$ cat config.mk
export PLATFORM = sky130hd
export DESIGN_NAME = cao_ram
export DESIGN_NICKNAME = d
export VERILOG_FILES = /design/src/hw/rtl/circular_arena_operand_fetch_macros.svh /design/src/hw/rtl/cao_ram.sv
export SDC_FILE = /design/constraint.sdc
export NUM_CORES = 1
export LEC_CHECK = 0
export ABC_AREA = 1
export BUFFER_PORTS_ARGS = -buffer_cell sky130_fd_sc_hd__buf_2
export CAP_MARGIN = 20
export CORE_ASPECT_RATIO = 0.75
export CORE_MARGIN = 5
export CORE_UTILIZATION = 30
export DETAILED_ROUTE_END_ITERATION = 8
export PLACE_DENSITY = 0.49
export SLEW_MARGIN = 20
export SYNTH_ARGS = -nofsm -noshare
export SYNTH_HDL_FRONTEND = slang
export SYNTH_SLANG_ARGS = --single-unit
export TNS_END_PERCENT = 20
$ cat constraint.sdc
create_clock -name clk_i -period 3.8 [get_ports clk_i]
set_clock_uncertainty 0.15 [all_clocks]
set_input_delay 0.38 -clock clk_i [delete_from_list [all_inputs] [get_ports clk_i]]
set_output_delay 0.38 -clock clk_i [all_outputs]
set_load 0.01 [all_outputs]
$ cat src/hw/rtl/circular_arena_operand_fetch_macros.svh
// Assertion helpers shared by the operand fetch block.
// Both sample on the rising edge of clk_i and are disabled while rst_ni is low.
`ifndef CIRCULAR_ARENA_OPERAND_FETCH_MACROS_SVH
`define CIRCULAR_ARENA_OPERAND_FETCH_MACROS_SVH

// Same-cycle implication.
`define CAO_ASSERT_IMP(lbl, ante, cons) \
  lbl: assert property (@(posedge clk_i) disable iff (!rst_ni) (ante) |-> (cons)) \
    else $error("operand fetch: same-cycle check failed");

// Next-cycle implication.
`define CAO_ASSERT_NXT(lbl, ante, cons) \
  lbl: assert property (@(posedge clk_i) disable iff (!rst_ni) (ante) |=> (cons)) \
    else $error("operand fetch: next-cycle check failed");

`endif

$ cat src/hw/rtl/cao_ram.sv
module cao_ram #(
  parameter int unsigned WIDTH = 8,
  parameter int unsigned DEPTH = 16,
  localparam int unsigned AW = (DEPTH > 1) ? $clog2(DEPTH) : 1
) (
  input  logic             clk_i,
  input  logic             we_i,
  input  logic [AW-1:0]    addr_i,
  input  logic [WIDTH-1:0] wdata_i,
  output logic [WIDTH-1:0] rdata_o
);

  logic [WIDTH-1:0] mem_q [DEPTH];
  logic [WIDTH-1:0] rdata_q;

  always_ff @(posedge clk_i) begin
    if (we_i) begin
      mem_q[addr_i] <= wdata_i;
    end
    rdata_q <= mem_q[addr_i];
  end

  assign rdata_o = rdata_q;

endmodule
# Yosys cells after proc, flatten, opt, wreduce, memory -nomap -nowiden
# Memory sizes are Yosys's and may differ from the RTL's. A register that Yosys moved wholly into a read port is not among the register bits.
# Cells that the tools add are included.
[op_classes]
mux = 2
[op_table]
columns = ["op", "n"]
rows = [
  ["$mux 1", 2],
]
[word_totals]
out_inout_bits = 8
word_cells = 3
reg_bits = 0
ramBits = 128
mem_count = 1
[memory_table]
columns = ["name", "words", "word_bits", "read_ports", "rd_clocked_by_memory_dff", "write_ports", "line_no", "rtl"]
rows = [
  ["mem_q", 16, 8, 1, 1, 1, "cao_ram.sv:13", "logic [WIDTH-1:0] mem_q [DEPTH];"],
]

# Depth between registers and ports, before layout
[logic_depth]
word_depth = 2
mapped_depth = 11
depth_no_buf = 9

# Worst setup path before layout
# Ideal clock, no wire load.
[synth_path]
path_type = "input-to-reg"
startpoint = "input port addr_i[1]"
endpoint = "memory mem_q[3][0], enable pin"
stages = 4
arrival_time_ns = 1.387
setup_slack_ns = 1.893
required_ns = 3.280
path_cell_list = "buf_2 clkbuf_1 nand3_1 nor2_1"
[synth_rtl]
columns = ["item", "line_no", "rtl"]
rows = [
  ["start: declaration", "cao_ram.sv:8", "input logic [AW-1:0] addr_i,"],
  ["end: declaration", "cao_ram.sv:13", ""],
]
# No word-level cell before the write port.

# Worst setup path after layout
[layout_path]
startpoint = "input port addr_i[0]"
endpoint = "memory mem_q[12][5], enable pin"
# No word-level cell before the write port.

==> results.ini <==
[timing]
period_minus_slack_ns = 2.20
fin_setup_tns_ns = 0
setup_violations = 0
period_share = 0.578
fmax_ghz = 0.455
timing.hold.ws_ns = 0.254
hold_viol_final = 0
slew_violations = 0
slew_headroom = 0.397
tightest_slew_ns = 0.901
rsz0062_at_grt = no

[synthesis]
synth_area_leaders = edfxtp_1, nand2_1, dfxtp_1, inv_1, nor2_1
synth.avg_cell_area_um2 = 10.2
synth_seq_cells = 136
netlist_top_cells_count = nand2_1, edfxtp_1, inv_1
synth_edf_count = 128
synthFlopType = edfxtp_1
syn-num-nets = 562
ys.warnings.count = 0
yosysMostFrequentCell = nand2_1
synthCells = 548
synth_cell_types = 11
synth_top_area_frac = 0.687
synthArstFlopShare = 0
yosysTopAreaCell = edfxtp_1
netlist_area_um2 = 5590
seq_area_frac_synth = 0.716

[clocking]
cts_max_path_buffers = 2
cts_num_sinks = 136
cts_buffers = 17
clockRootBuffer = clkbuf_16
clk_pin_slew_ns = 0.06
h-tree-depth = 4
clk_latency_ns = 0.41
cts_setup_buffers = 0
cts_hold_buffers = 0
cts.repair.resized = 0
cts_tree = built

[placement]
portBuffers = 21
gp_congestion = 0.761
place_hpwl_um = 8330

[drt]
wl_per_cell_um = 15.9
drt_iter0_markers = 467
ant_nets = 0
avgViaCountPerCell = 4.33
drt_first_pass_iters = 6
totalWireLength_um = 13200
drc = 0
vias = 3597

[worst_setup_path]
worstPathRequired_ns = 3.68
worstPathArrival_ns = 2.08
worstSetupStartpoint = addr_i[0]
crit_cells = 4
crit_family = simple AND/OR/NAND/NOR gates
slowest_stage = nor2_1
start_kind = primary input
critPathMaxFanout = 32
reg2reg_from = mem_q[7][0]
crit_chain = buf_2 > inv_2 > nand3_1 > nor2_1
ff2ff_path_depth = 8
cp_num_buf_inv = 2
crit_type = primary input to register
cpPeakStageDelay_ns = 0.73
end_kind = register

[cells_and_area]
antennaDiodeCount = 0
area_growth_pct = 16.4
drive_above_1_share = 0.0875
n_fill_cell = 1856
post-route-util = 0.354
nets = 585

[min_path]
min_path_cells = 1
hp-start = wdata_i[5]
timing.hold.worst.class = primary input to register

[floorplan]
die_area_um2 = 21500
coreArea_um2 = 18400
start_util = 0.304
io_pins = 22
die_h_um = 128
fp.dieW_um = 168
rows = 43

[global_route]
grt_pass1_wl_um = 20900
overflow = 0
antenna_found_initial = 0
grt_pass1_vias = 3648
grt_max_degree = 48
grt_usage = 0.130

[run]
max_cap_violations = 0

[outcome]
outcome = complete, no violations

[power_and_ir_drop]
powerDensity_nw_per_um2 = 546
p_total_mw = 3.55
p_leak_nw = 2.73
peakVddDrop_mv = 0.270

## flip-flops by register name, summed over array words and instances, names as in the netlist
register	count
mem_q	128
rdata_o	8
## final cells by class
class,instances,area (um^2),share of cell area
multi-input combinational,368,1390,0.213
clock inverter,12,158,0.0242
inverter,23,86.3,0.0133
tap,247,309,0.0475
clock buffer,19,433,0.0665
sequential,136,4000,0.615
timing repair buffer,25,135,0.0208
## worst paths after layout
check | endpoint | slack, ns
max reg2reg | rdata_o[0] | 2.57
min | mem_q[1][5] | 0.25
min reg2reg | rdata_o[1] | 0.55
max | mem_q[12][5] | 1.60
## kinds of logic after synthesis
family | count (synthesis) | synth area share
flops | 136 | 0.716
buf+inv | 44 | 0.0362
simple gates | 368 | 0.248
## where the power goes
| part | leakage, nW | switching, mW | internal [mW] |
|---|---|---|---|
| logic | 1.22 | 0.150 | 0.0513 |
| clock network | 0.287 | 0.585 | 1.08 |
| registers | 1.22 | 0.00873 | 1.68 |
| total | 2.73 | 0.744 | 2.81 |
## layout by cell type, fill, tap and decap left out, drive strengths merged
cell type,instances
inv,22
clkinv,8
nand2,346
clkinvlp,1
clkbuf,19
dfxtp,8
nand3,4
nor2,18
buf,25
bufinv,4
edfxtp,128
## metal layers
layer  global-route usage  share of wire
met1                0.199           0.53
met2                0.184           0.41
met3               0.0299          0.046
met4               0.0358         0.0074
met5                    0              0
## metrics by stage
stage	cells	area [um^2]	setup WS [ns]
after floorplan	548	5590	1.89
after global placement	799	5920	1.22
after detailed placement	799	5920	1.20
after CTS	830	6510	1.63
after global routing	830	6510	1.45
final	830	6510	1.60
(Power assumes the default switching activity.)
